File: src/hdl/ecc_pkg.sv
package ecc_pkg;

	typedef enum logic [1:0] {
		FUNC_SET  = 2'd0,
		FUNC_INC  = 2'd1,
		FUNC_DEC  = 2'd2,
		FUNC_READ = 2'd3
	} func_t;

	typedef enum logic [3:0] {
		CMD_NONE,
		CMD_LOAD,
		CMD_SET_YEAR,
		CMD_SET_MON,
		CMD_SET_DAY,
		CMD_MUL,
		CMD_SUM,
		CMD_INC,
		CMD_DEC,
		CMD_DIV_INIT,
		CMD_DIV_STEP,
		CMD_DIV_END,
		CMD_DEC_YEAR,
		CMD_DEC_MON,
		CMD_HOUR,
		CMD_MIN
	} dp_cmd_t;

	typedef enum logic [3:0] {
		ST_IDLE,
		ST_SET_YEAR,
		ST_SET_MON,
		ST_MUL,
		ST_SUM,
		ST_DIV_INIT,
		ST_DIV,
		ST_DIV_END,
		ST_YEAR,
		ST_MON,
		ST_HOUR,
		ST_MIN,
		ST_DONE
	} state_t;

	typedef struct packed {
		logic set_year_more;
		logic set_mon_more;
		logic year_fit;
		logic mon_fit;
		logic hour_fit;
		logic min_fit;
	} dp_status_t;

	typedef struct packed {
		dp_cmd_t cmd;
		logic    in_ready;
		logic    out_load;
	} ctrl_out_t;

	localparam logic [32:0] COUNT_TOP    = 33'h1_FFFF_FFFF;
	localparam logic [11:0] EPOCH_YEAR   = 12'd1970;
	localparam logic [1:0]  EPOCH_MOD4   = 2'd2;
	localparam logic [6:0]  EPOCH_MOD100 = 7'd70;
	localparam logic [8:0]  EPOCH_MOD400 = 9'd370;
	localparam logic [16:0] DAY_SECONDS  = 17'd86400;
	localparam logic [16:0] HOUR_SECONDS = 17'd3600;
	localparam logic [16:0] MIN_SECONDS  = 17'd60;
	// day count = ((count >> 7) * ceil(2^36 / 675)) >> 36, exact for any 33-bit count
	localparam logic [26:0] DAY_RECIP       = 27'd101806633;
	localparam int          DAY_RECIP_SHIFT = 36;

	function automatic logic is_leap(logic [1:0] m4, logic [6:0] m100, logic [8:0] m400);
		return ((m4 == 2'd0) && (m100 != 7'd0)) || (m400 == 9'd0);
	endfunction

	function automatic logic [8:0] year_len(logic leap);
		return leap ? 9'd366 : 9'd365;
	endfunction

	function automatic logic [4:0] month_len(logic [3:0] m, logic leap);
		logic [4:0] len;
		case (m) inside
			4'd2: len = leap ? 5'd29 : 5'd28;
			4'd4, 4'd6, 4'd9, 4'd11: len = 5'd30;
			default: len = 5'd31;
		endcase
		return len;
	endfunction

endpackage

File: src/hdl/ecc_datapath.sv
module ecc_datapath
	import ecc_pkg::*;
#(
	parameter int YEAR_SPAN = 256
) (
	input  logic        clk,
	input  logic        arst_n,
	input  dp_cmd_t     cmd,
	input  logic [39:0] set_word,
	output dp_status_t  status,
	output logic [32:0] total_seconds,
	output logic [11:0] out_year,
	output logic [3:0]  out_month,
	output logic [4:0]  out_day,
	output logic [4:0]  out_hour,
	output logic [5:0]  out_minute,
	output logic [5:0]  out_second
);

	localparam int SET_DAYS_MAX = YEAR_SPAN * 366 + 400;
	localparam int DAYS_W = ($clog2(SET_DAYS_MAX) > 17) ? $clog2(SET_DAYS_MAX) : 17;
	localparam int PROD_W = DAYS_W + 17;
	localparam int SUM_W  = PROD_W + 1;
	localparam logic [11:0] YEAR_LAST = 12'(1970 + YEAR_SPAN - 1);

	logic [32:0]       count_q;
	logic [52:0]       recip_q;
	logic [16:0]       rem_q;
	logic [DAYS_W-1:0] days_q;
	logic [11:0]       yr_q;
	logic [1:0]        m4_q;
	logic [6:0]        m100_q;
	logic [8:0]        m400_q;
	logic [3:0]        mon_q;
	logic [4:0]        hour_q;
	logic [5:0]        min_q;
	logic [11:0]       tgt_year_q;
	logic [3:0]        tgt_mon_q;
	logic [4:0]        tgt_day_q;
	logic [4:0]        tgt_hour_q;
	logic [5:0]        tgt_min_q;
	logic [5:0]        tgt_sec_q;
	logic [PROD_W-1:0] prod_q;
	logic [16:0]       hms_q;

	logic [11:0]       in_year;
	logic [3:0]        in_month;
	logic [4:0]        in_day;
	logic              leap;
	logic [8:0]        ylen;
	logic [4:0]        mlen;
	logic [SUM_W-1:0]  sum;

	assign in_year  = set_word[11:0];
	assign in_month = set_word[15:12];
	assign in_day   = set_word[20:16];

	assign leap    = is_leap(m4_q, m100_q, m400_q);
	assign ylen    = year_len(leap);
	assign mlen    = month_len(mon_q, leap);
	assign sum     = {1'b0, prod_q} + SUM_W'(hms_q);

	assign status.set_year_more = yr_q < tgt_year_q;
	assign status.set_mon_more  = mon_q < tgt_mon_q;
	assign status.year_fit      = days_q >= DAYS_W'(ylen);
	assign status.mon_fit       = (mon_q < 4'd12) && (days_q >= DAYS_W'(mlen));
	assign status.hour_fit      = rem_q >= HOUR_SECONDS;
	assign status.min_fit       = rem_q >= MIN_SECONDS;

	assign total_seconds = count_q;
	assign out_year      = yr_q;
	assign out_month     = mon_q;
	assign out_day       = days_q[4:0] + 5'd1;
	assign out_hour      = hour_q;
	assign out_minute    = min_q;
	assign out_second    = rem_q[5:0];

	// the only register with a reset value the user sees
	always_ff @(posedge clk or negedge arst_n) begin
		if (!arst_n) begin
			count_q <= '0;
		end else begin
			case (cmd)
				CMD_SUM: count_q <= (sum > SUM_W'(COUNT_TOP)) ? COUNT_TOP : 33'(sum);
				CMD_INC: begin
					if (count_q != COUNT_TOP) count_q <= count_q + 33'd1;
				end
				CMD_DEC: count_q <= (count_q == '0) ? COUNT_TOP - 33'd1 : count_q - 33'd1;
				default: ;
			endcase
		end
	end

	always_ff @(posedge clk) begin
		case (cmd) inside
			CMD_LOAD: begin
				if (in_year < EPOCH_YEAR) tgt_year_q <= EPOCH_YEAR;
				else if (in_year > YEAR_LAST) tgt_year_q <= YEAR_LAST;
				else tgt_year_q <= in_year;
				if (in_month == 4'd0) tgt_mon_q <= 4'd1;
				else if (in_month > 4'd12) tgt_mon_q <= 4'd12;
				else tgt_mon_q <= in_month;
				tgt_day_q  <= (in_day == 5'd0) ? 5'd1 : in_day;
				tgt_hour_q <= set_word[25:21];
				tgt_min_q  <= set_word[31:26];
				tgt_sec_q  <= set_word[37:32];
				days_q <= '0;
				yr_q   <= EPOCH_YEAR;
				m4_q   <= EPOCH_MOD4;
				m100_q <= EPOCH_MOD100;
				m400_q <= EPOCH_MOD400;
				mon_q  <= 4'd1;
			end
			CMD_SET_YEAR, CMD_DEC_YEAR: begin
				if (cmd == CMD_SET_YEAR) days_q <= days_q + DAYS_W'(ylen);
				else days_q <= days_q - DAYS_W'(ylen);
				yr_q   <= yr_q + 12'd1;
				m4_q   <= m4_q + 2'd1;
				m100_q <= (m100_q == 7'd99) ? 7'd0 : m100_q + 7'd1;
				m400_q <= (m400_q == 9'd399) ? 9'd0 : m400_q + 9'd1;
			end
			CMD_SET_MON: begin
				days_q <= days_q + DAYS_W'(mlen);
				mon_q  <= mon_q + 4'd1;
			end
			CMD_DEC_MON: begin
				days_q <= days_q - DAYS_W'(mlen);
				mon_q  <= mon_q + 4'd1;
			end
			CMD_SET_DAY: days_q <= days_q + DAYS_W'(tgt_day_q - 5'd1);
			CMD_MUL: begin
				prod_q <= PROD_W'(days_q) * PROD_W'(DAY_SECONDS);
				hms_q  <= 17'(tgt_hour_q) * HOUR_SECONDS + 17'(tgt_min_q) * MIN_SECONDS
					+ 17'(tgt_sec_q);
			end
			// day length is 128 * 675: drop the 7 low bits, then multiply by the reciprocal
			CMD_DIV_INIT: begin
				recip_q <= 53'(count_q[32:7]) * 53'(DAY_RECIP);
				yr_q   <= EPOCH_YEAR;
				m4_q   <= EPOCH_MOD4;
				m100_q <= EPOCH_MOD100;
				m400_q <= EPOCH_MOD400;
				mon_q  <= 4'd1;
				hour_q <= '0;
				min_q  <= '0;
			end
			CMD_DIV_STEP: days_q <= DAYS_W'(recip_q[DAY_RECIP_SHIFT +: 17]);
			CMD_DIV_END: rem_q <= 17'(count_q - 33'(days_q) * 33'(DAY_SECONDS));
			CMD_HOUR: begin
				rem_q  <= rem_q - HOUR_SECONDS;
				hour_q <= hour_q + 5'd1;
			end
			CMD_MIN: begin
				rem_q <= rem_q - MIN_SECONDS;
				min_q <= min_q + 6'd1;
			end
			default: ;
		endcase
	end

endmodule

File: src/hdl/ecc_ctrl.sv
module ecc_ctrl
	import ecc_pkg::*;
(
	input  logic       clk,
	input  logic       arst_n,
	input  logic       in_valid,
	input  logic [1:0] in_func,
	input  logic       out_free,
	input  dp_status_t status,
	output ctrl_out_t  ctl
);

	state_t state_q, state_d;

	always_ff @(posedge clk or negedge arst_n) begin
		if (!arst_n) begin
			state_q <= ST_IDLE;
		end else begin
			state_q <= state_d;
		end
	end

	always_comb begin
		state_d      = state_q;
		ctl.cmd      = CMD_NONE;
		ctl.in_ready = 1'b0;
		ctl.out_load = 1'b0;
		unique case (state_q)
			ST_IDLE: begin
				ctl.in_ready = 1'b1;
				if (in_valid) begin
					unique case (func_t'(in_func))
						FUNC_SET: begin
							ctl.cmd = CMD_LOAD;
							state_d = ST_SET_YEAR;
						end
						FUNC_INC: begin
							ctl.cmd = CMD_INC;
							state_d = ST_DIV_INIT;
						end
						FUNC_DEC: begin
							ctl.cmd = CMD_DEC;
							state_d = ST_DIV_INIT;
						end
						FUNC_READ: state_d = ST_DIV_INIT;
						default: ;
					endcase
				end
			end
			ST_SET_YEAR: begin
				if (status.set_year_more) ctl.cmd = CMD_SET_YEAR;
				else state_d = ST_SET_MON;
			end
			ST_SET_MON: begin
				if (status.set_mon_more) begin
					ctl.cmd = CMD_SET_MON;
				end else begin
					ctl.cmd = CMD_SET_DAY;
					state_d = ST_MUL;
				end
			end
			ST_MUL: begin
				ctl.cmd = CMD_MUL;
				state_d = ST_SUM;
			end
			ST_SUM: begin
				ctl.cmd = CMD_SUM;
				state_d = ST_DIV_INIT;
			end
			ST_DIV_INIT: begin
				ctl.cmd = CMD_DIV_INIT;
				state_d = ST_DIV;
			end
			ST_DIV: begin
				ctl.cmd = CMD_DIV_STEP;
				state_d = ST_DIV_END;
			end
			ST_DIV_END: begin
				ctl.cmd = CMD_DIV_END;
				state_d = ST_YEAR;
			end
			ST_YEAR: begin
				if (status.year_fit) ctl.cmd = CMD_DEC_YEAR;
				else state_d = ST_MON;
			end
			ST_MON: begin
				if (status.mon_fit) ctl.cmd = CMD_DEC_MON;
				else state_d = ST_HOUR;
			end
			ST_HOUR: begin
				if (status.hour_fit) ctl.cmd = CMD_HOUR;
				else state_d = ST_MIN;
			end
			ST_MIN: begin
				if (status.min_fit) ctl.cmd = CMD_MIN;
				else state_d = ST_DONE;
			end
			ST_DONE: begin
				if (out_free) begin
					ctl.out_load = 1'b1;
					state_d      = ST_IDLE;
				end
			end
			default: state_d = ST_IDLE;
		endcase
	end

endmodule

File: src/hdl/epoch_calendar_converter.sv
// Sequence: read/increment/decrement run divide init, step and end, then walk years, months,
//   hours and minutes; set first walks target years and months, then multiplies, sums and divides.
// Throughput: one word at a time; the next word is taken the cycle after the result enters the
//   output register, which holds it until the sink takes it. The year walk sets it.
// Reset (arst_n low, asynchronous): counter cleared to zero, controller idle, output empty.
module epoch_calendar_converter
	import ecc_pkg::*;
#(
	parameter int YEAR_SPAN = 256
) (
	input  logic        clk,
	input  logic        arst_n,
	input  logic        s_tvalid,
	output logic        s_tready,
	// set_year[11:0], set_month[15:12], set_day[20:16], set_hour[25:21],
	// set_minute[31:26], set_second[37:32], zero fill[39:38]
	input  logic [39:0] s_tdata,
	// func[1:0]
	input  logic [1:0]  s_tuser,
	output logic        m_tvalid,
	input  logic        m_tready,
	// total_seconds[32:0], out_year[44:33], out_month[48:45], out_day[53:49],
	// out_hour[58:54], out_minute[64:59], out_second[70:65], zero fill[71]
	output logic [71:0] m_tdata
);

	ctrl_out_t   ctl;
	dp_status_t  status;
	logic        out_free;
	logic        m_tvalid_q;
	logic [71:0] m_tdata_q;
	logic [32:0] total_seconds;
	logic [11:0] out_year;
	logic [3:0]  out_month;
	logic [4:0]  out_day;
	logic [4:0]  out_hour;
	logic [5:0]  out_minute;
	logic [5:0]  out_second;

	assign out_free = !m_tvalid_q || m_tready;
	assign s_tready = ctl.in_ready;
	assign m_tvalid = m_tvalid_q;
	assign m_tdata  = m_tdata_q;

	ecc_ctrl u_ctrl (
		.clk      (clk),
		.arst_n   (arst_n),
		.in_valid (s_tvalid),
		.in_func  (s_tuser),
		.out_free (out_free),
		.status   (status),
		.ctl      (ctl)
	);

	ecc_datapath #(
		.YEAR_SPAN (YEAR_SPAN)
	) u_datapath (
		.clk           (clk),
		.arst_n        (arst_n),
		.cmd           (ctl.cmd),
		.set_word      (s_tdata),
		.status        (status),
		.total_seconds (total_seconds),
		.out_year      (out_year),
		.out_month     (out_month),
		.out_day       (out_day),
		.out_hour      (out_hour),
		.out_minute    (out_minute),
		.out_second    (out_second)
	);

	always_ff @(posedge clk or negedge arst_n) begin
		if (!arst_n) begin
			m_tvalid_q <= 1'b0;
		end else if (ctl.out_load) begin
			m_tvalid_q <= 1'b1;
		end else if (m_tready) begin
			m_tvalid_q <= 1'b0;
		end
	end

	always_ff @(posedge clk) begin
		if (ctl.out_load) begin
			m_tdata_q <= {1'b0, out_second, out_minute, out_hour, out_day, out_month,
				out_year, total_seconds};
		end
	end

endmodule
File: config.mk
export PLATFORM = sky130hd
export DESIGN_NAME = epoch_calendar_converter
export DESIGN_NICKNAME = d
export VERILOG_FILES = /design/src/hdl/ecc_pkg.sv /design/src/hdl/ecc_datapath.sv /design/src/hdl/ecc_ctrl.sv /design/src/hdl/epoch_calendar_converter.sv
export SDC_FILE = /design/constraint.sdc
export NUM_CORES = 2
export LEC_CHECK = 0
export ABC_CLOCK_PERIOD_IN_PS = 8480
export BUFFER_PORTS_ARGS = -buffer_cell sky130_fd_sc_hd__buf_2
export CORE_ASPECT_RATIO = 0.6
export CORE_MARGIN = 2
export CORE_UTILIZATION = 25
export CTS_CLUSTER_SIZE = 10
export DETAILED_ROUTE_END_ITERATION = 8
export PLACE_DENSITY_LB_ADDON = 0.12
export SLEW_MARGIN = 20
export SYNTH_ARGS = -nofsm -noshare
export SYNTH_HDL_FRONTEND = slang
export SYNTH_SLANG_ARGS = --single-unit
export TNS_END_PERCENT = 20
File: constraint.sdc
create_clock -name clk -period 8.48 [get_ports clk]
set_input_delay 0.848 -clock clk [delete_from_list [all_inputs] [get_ports clk]]
set_output_delay 0.848 -clock clk [all_outputs]
set_load 0.01 [all_outputs]
## Word level (Yosys, flattened, before mapping)

Cells that the tools add are included.

| word-level totals | value |
|---|---|
| register bits | 323 |
| output and inout port bits | 74 |
| logic and storage cells | 247 |

| operators by class | value |
|---|---|
| add/subtract/negate cells | 22 |
| multiply operators | 5 |
| magnitude comparators | 11 |
| eq/ne operators | 58 |
| mux-type cells | 83 |
| bitwise logic cells | 8 |
| reduce and logical (&&, ||, !) cells | 36 |

Operators by type and width:

| cell | number |
|---|---|
| two-way mux 17 bit | 11 |
| two-way mux 33 bit | 3 |
| one-hot mux 33 bit (3 select lines) | 1 |
| two-way mux 12 bit | 7 |
| two-way mux 4 bit | 19 |
| two-way mux 9 bit | 7 |
| == test 4 bit, second input constant | 15 |
| multiplier 26 x 27 -> 53 bit, second input constant | 1 |
| one-hot mux 4 bit (13 select lines) | 1 |
| two-way mux 7 bit | 7 |
| one-hot mux 4 bit (12 select lines) | 1 |
| == test 4 x 3 -> 1 bit, second input constant | 10 |
| adder 34 x 17 -> 35 bit | 1 |
| greater-than comparator 35 x 33 -> 1 bit, second input constant | 1 |
| adder 33 x 1 -> 33 bit, second input constant | 1 |
| zero test 33 bit | 1 |
| != test 33 bit, second input constant | 1 |
| subtractor 33 x 1 -> 33 bit, second input constant | 1 |
| multiplier 17 x 10 -> 27 bit, second input constant | 1 |
| two-way mux 6 bit | 4 |
| != test 2 bit, second input constant | 12 |
| == test 4 x 2 -> 1 bit, second input constant | 5 |
| two-way mux 5 bit | 4 |
| AND reduction 9 bit | 2 |
| other kinds (67) | 106 |

## Depth between registers and ports, before layout

| depth | value |
|---|---|
| word-level depth | 17 |
| mapped depth | 25 |

## Modules after synthesis

Synthesis repeated with hierarchy kept, for this count alone.

| unflattened totals | value |
|---|---|
| cell total of the unflattened synthesis | 3263 |
| area, all modules | 31228.7 um^2 |

By module, submodules not included:

| module | times used | cells each | area an instance (um^2) |
|---|---|---|---|
| ecc_datapath | 1 | 3123 | 28503.6 |
| epoch_calendar_converter | 1 | 76 | 2190.9 |
| ecc_ctrl | 1 | 64 | 534.3 |

## Worst setup path before layout

No wires, ideal clock.

| timing | value |
|---|---|
| path type | input to register |
| from | input port m_tready |
| to | register m_tdata_q[0], in the netlist m_tdata[0], enable pin |
| library setup time | 0.602 ns |
| data arrival time | 6.173 ns |
| required time | 7.878 ns |
| path slack | 1.704 ns |
| cell stages on the path | 2 |
| cell sequence | nand2b_1 nor3b_1 |

RTL lines:

| item | RTL line | RTL |
|---|---|---|
| from (decl) | epoch_calendar_converter.sv:21 | `input logic m_tready,` |
| to (signal assigned) | epoch_calendar_converter.sv:84 | `m_tdata_q <= {1'b0, out_second, out_minute, out_hour, out_day, out_month,` |
| to (decl) | epoch_calendar_converter.sv:31 | `logic [71:0] m_tdata_q;` |

## Worst setup path in the final report

| timing | value |
|---|---|
| from | register u_datapath.count_q[15], in the netlist u_datapath.total_seconds[15] |
| to | register u_datapath.recip_q[48] (data pin) |

| on the way | value |
|---|---|
| cells in the longest elaborated chain, start to end | 1 |

Ends and longest elaborated chain:

| item | RTL line | RTL |
|---|---|---|
| from (decl) | ecc_datapath.sv:26 | `logic [32:0] count_q;` |
| from (signal assigned) | ecc_datapath.sv:84 | `CMD_SUM: count_q <= (sum > SUM_W'(COUNT_TOP)) ? COUNT_TOP : 33'(sum);` |
| from (signal assigned) | ecc_datapath.sv:86 | `if (count_q != COUNT_TOP) count_q <= count_q + 33'd1;` |
| from (signal assigned) | ecc_datapath.sv:88 | `CMD_DEC: count_q <= (count_q == '0) ? COUNT_TOP - 33'd1 : count_q - 33'd1;` |
| multiplier 26 x 27 -> 53 bit | ecc_datapath.sv:138 | `recip_q <= 53'(count_q[32:7]) * 53'(DAY_RECIP);` |
| to (signal assigned) | ecc_datapath.sv:138 |  |
| to (decl) | ecc_datapath.sv:27 | `logic [52:0] recip_q;` |

No other way between the ends.
A chain may end at the register's enable or synchronous reset.

==> impl_metrics.tcl <==
set metrics [dict create \
    start_kind "flip-flop" \
    io-pin-count 120 \
    drv_cap 0 \
    synth_edf_count 198 \
    end_kind "flip-flop" \
    syn_to_final_growth_pct 12.9 \
    hold_slack_ps 379 \
    clock-sinks 287 \
    grt_pass1_vias 22800 \
    syn_nets 4130 \
    ys.warnings.count 0 \
    cts_made_buffers 37 \
    p_leak_nw 16.1 \
    async_flop_share 0.132 \
    drive_above_1_share 0.0805 \
    p_total_mw 3.80 \
    critical_path.top_delay_family "adder cells" \
    slew_headroom 0.184 \
    vias 24100 \
    crit_cells 19 \
    path_class "reg -> reg" \
    cts_tree "yes" \
    drt-initial-drc-count 1855 \
    yosysUniqueCellTypes 99 \
    track_usage 0.166 \
    worstPathRequired_ps 8790 \
    tightest_slew_ps 1210 \
    place.detailed.hpwl_um 89200 \
    grt_start_max_net_pins 62 \
    firstDrtPassIters 5 \
    nets 4263 \
    synthMuxAreaShare 0.00462 \
    synth-simple-area-share 0.114 \
    clkTransAtPathRegs_ps 60 \
    final_common_cell "inv_1" \
    skew_ps 27.2 \
    post-route-drc-count 0 \
    ant_nets 0 \
    cts_resized 0 \
    gp_congestion 0.863 \
    r2r_cells 19 \
    setup_tns_ps 0 \
    die-area_mm2 0.129 \
    finalWirelength_um 108000 \
    power.density_mw_per_mm2 107 \
    critPathMaxStageDelay_ps 960 \
    finalCritPeriodShare 0.893 \
    cts_root_buf "clkbuf_16" \
    clk_path_buf_depth 3 \
    grt_pass1_wl_um 158000 \
    nFillCells 13300 \
    core.rowCount 100 \
    seq_area_mm2 0.00792 \
    fin_crit_ps 7570 \
    worst-path-buf-inv 4 \
    synth-adder-area-share 0.369 \
    antenna_found_initial 11 \
    setup_viol 0 \
    place_inst 5080 \
    post-cts-setup-buffer-count 0 \
    die_width_um 462 \
    synth-compound-area-share 0.137 \
    crit_slowest_cell "dfrtp_1" \
    path_cells "ha_1 -> inv_1 -> fa_1 -> fa_1 -> fa_1 -> inv_1 -> fa_1 -> inv_1 -> fa_1 -> fa_1 -> inv_1 -> ha_1 -> a21oi_1 -> o211ai_1 -> a311oi_1 -> a31oi_1 -> a41oi_1 -> nor3_1 -> a311o_1" \
    drv_slew 0 \
    core-area_mm2 0.124 \
    routedWlPerCell_um 20.9 \
    ir_drop_mv 0.119 \
    multi_input_area_mm2 0.0211 \
    port_buffers 116 \
    cts-htree-levels 2 \
    final_cells 5149 \
    synth-seq-cells 287 \
    grt_overflow 0 \
    status "complete, no violations" \
    syn-cell-area_mm2 0.0314 \
    ys.flop_type "edfxtp_1" \
    worst-r2r-setup-slack_ps 910 \
    path_max_fanout 15 \
    rsz0062_at_grt "no" \
    synthCells 3303 \
    viasPerCell 4.69 \
    layout_common_cells "inv_1 (568), ha_1 (539), fa_1 (242)" \
    hold_class "in -> async" \
    start_util 0.253 \
    synthXorXnorAreaFrac 0.0451 \
    clock.fmax_mhz 132 \
    arrival_ps 7890 \
    die_h_um 279 \
    avgSynthCellArea_um2 9.52 \
    holdBufCountCts 0 \
    yosysSeqAreaShare 0.252 \
    critPathMostFrequentCell "fa_1" \
    hold_viol_final 0 \
    synth_top_family_by_area "adder cells" \
    worstSkewPairLatency_ps 580 \
]
==> worst paths after layout <==
path                                               from                           end
setup reg to reg           u_datapath.total_seconds[15]        u_datapath.recip_q[48]
hold reg to reg                 u_datapath.tgt_sec_q[0]           u_datapath.hms_q[0]
min in group clk                u_datapath.tgt_sec_q[0]           u_datapath.hms_q[0]
hold / removal                                   arst_n   u_datapath.total_seconds[3]
setup / recovery           u_datapath.total_seconds[15]        u_datapath.recip_q[48]
max in group asynchronous                        arst_n  u_datapath.total_seconds[31]
==> synthesized netlist by cell type, drive strengths merged, types with 8 or more instances <==
cell type	number	area (um^2)
nor4	15	115
a21oi	172	865
a21o	40	300
fa	242	4840
nand2	204	766
clkbuf	66	248
nand2b	29	181
a311oi	8	76.3
buf	20	100
nand3	83	415
ha	539	6740
and3	27	169
o31ai	12	95.1
dfrtp	38	951
nor3	61	315
inv	568	2130
a211oi	23	178
or2	8	50.1
a211o	9	78.8
nor2	173	657
a31oi	29	203
mux2i	10	100
o211ai	21	163
dfxtp	51	1020
nor2b	25	156
or3	17	111
nor3b	11	98.8
o22ai	27	169
and2	16	100
o21a	12	90.1
or4	8	60.1
o21ai	192	972
nand4	36	225
a22oi	16	120
o221ai	8	70.1
o21bai	25	188
xor2	52	455
xnor2	110	963
a21boi	8	60.1
edfxtp	198	5950
==> routing by layer <==
metal,GRT usage,part of all wire
met1,0.291,0.58
met2,0.186,0.32
met3,0.0550,0.090
met4,0.0147,0.0066
met5,0,0.000065
==> where the power goes <==
group | total [mW] | internal (mW) | switching, mW | leakage, nW
combinational | 0.688 | 0.257 | 0.432 | 13.0
sequential | 1.50 | 1.49 | 0.00656 | 2.59
clock | 1.61 | 0.928 | 0.687 | 0.561
total | 3.80 | 2.68 | 1.13 | 16.1
==> flip-flops by register name, summed over array words and instances, names as in the netlist, 6 cells and up <==
register,flops
u_datapath.prod_q,27
u_datapath.tgt_min_q,6
u_datapath.days_q,17
u_datapath.out_year,12
u_datapath.m400_q,9
m_tdata,71
u_datapath.recip_q,17
u_datapath.tgt_sec_q,6
u_datapath.total_seconds,33
u_datapath.hms_q,17
u_datapath.tgt_year_q,12
u_datapath.m100_q,7
u_datapath.out_minute,6
u_datapath.rem_q,17
==> logic make-up after synthesis <==
| family | Yosys count |
|---|---|
| mux | 14 |
| compound gates | 672 |
| flops | 287 |
| xor+xnor | 162 |
| buf+inv | 654 |
| fa+ha+maj | 781 |
| simple gates | 732 |
| other cells | 1 |
==> area by class of cell <==
| class | instances | share of cell area |
|---|---|---|
| clock buffer | 58 | 0.0289 |
| sequential | 287 | 0.223 |
| multi-input combinational | 2362 | 0.594 |
| clock inverter | 9 | 0.00412 |
| inverter | 568 | 0.0600 |
| tap | 1683 | 0.0593 |
| timing repair buffer | 180 | 0.0302 |
| antenna | 2 | 0.000141 |
==> metrics by stage <==
stage / setup WS, ps / util / instance area (um^2)
detailed placement: 1040 / 0.276 / 34300
floorplan: 1700 / - / 31400
CTS: 1020 / 0.285 / 35500
global route: 651 / 0.286 / 35500
global placement: 1050 / 0.276 / 34300
finish: 906 / 0.286 / 35500
(Power assumes the default switching activity.)
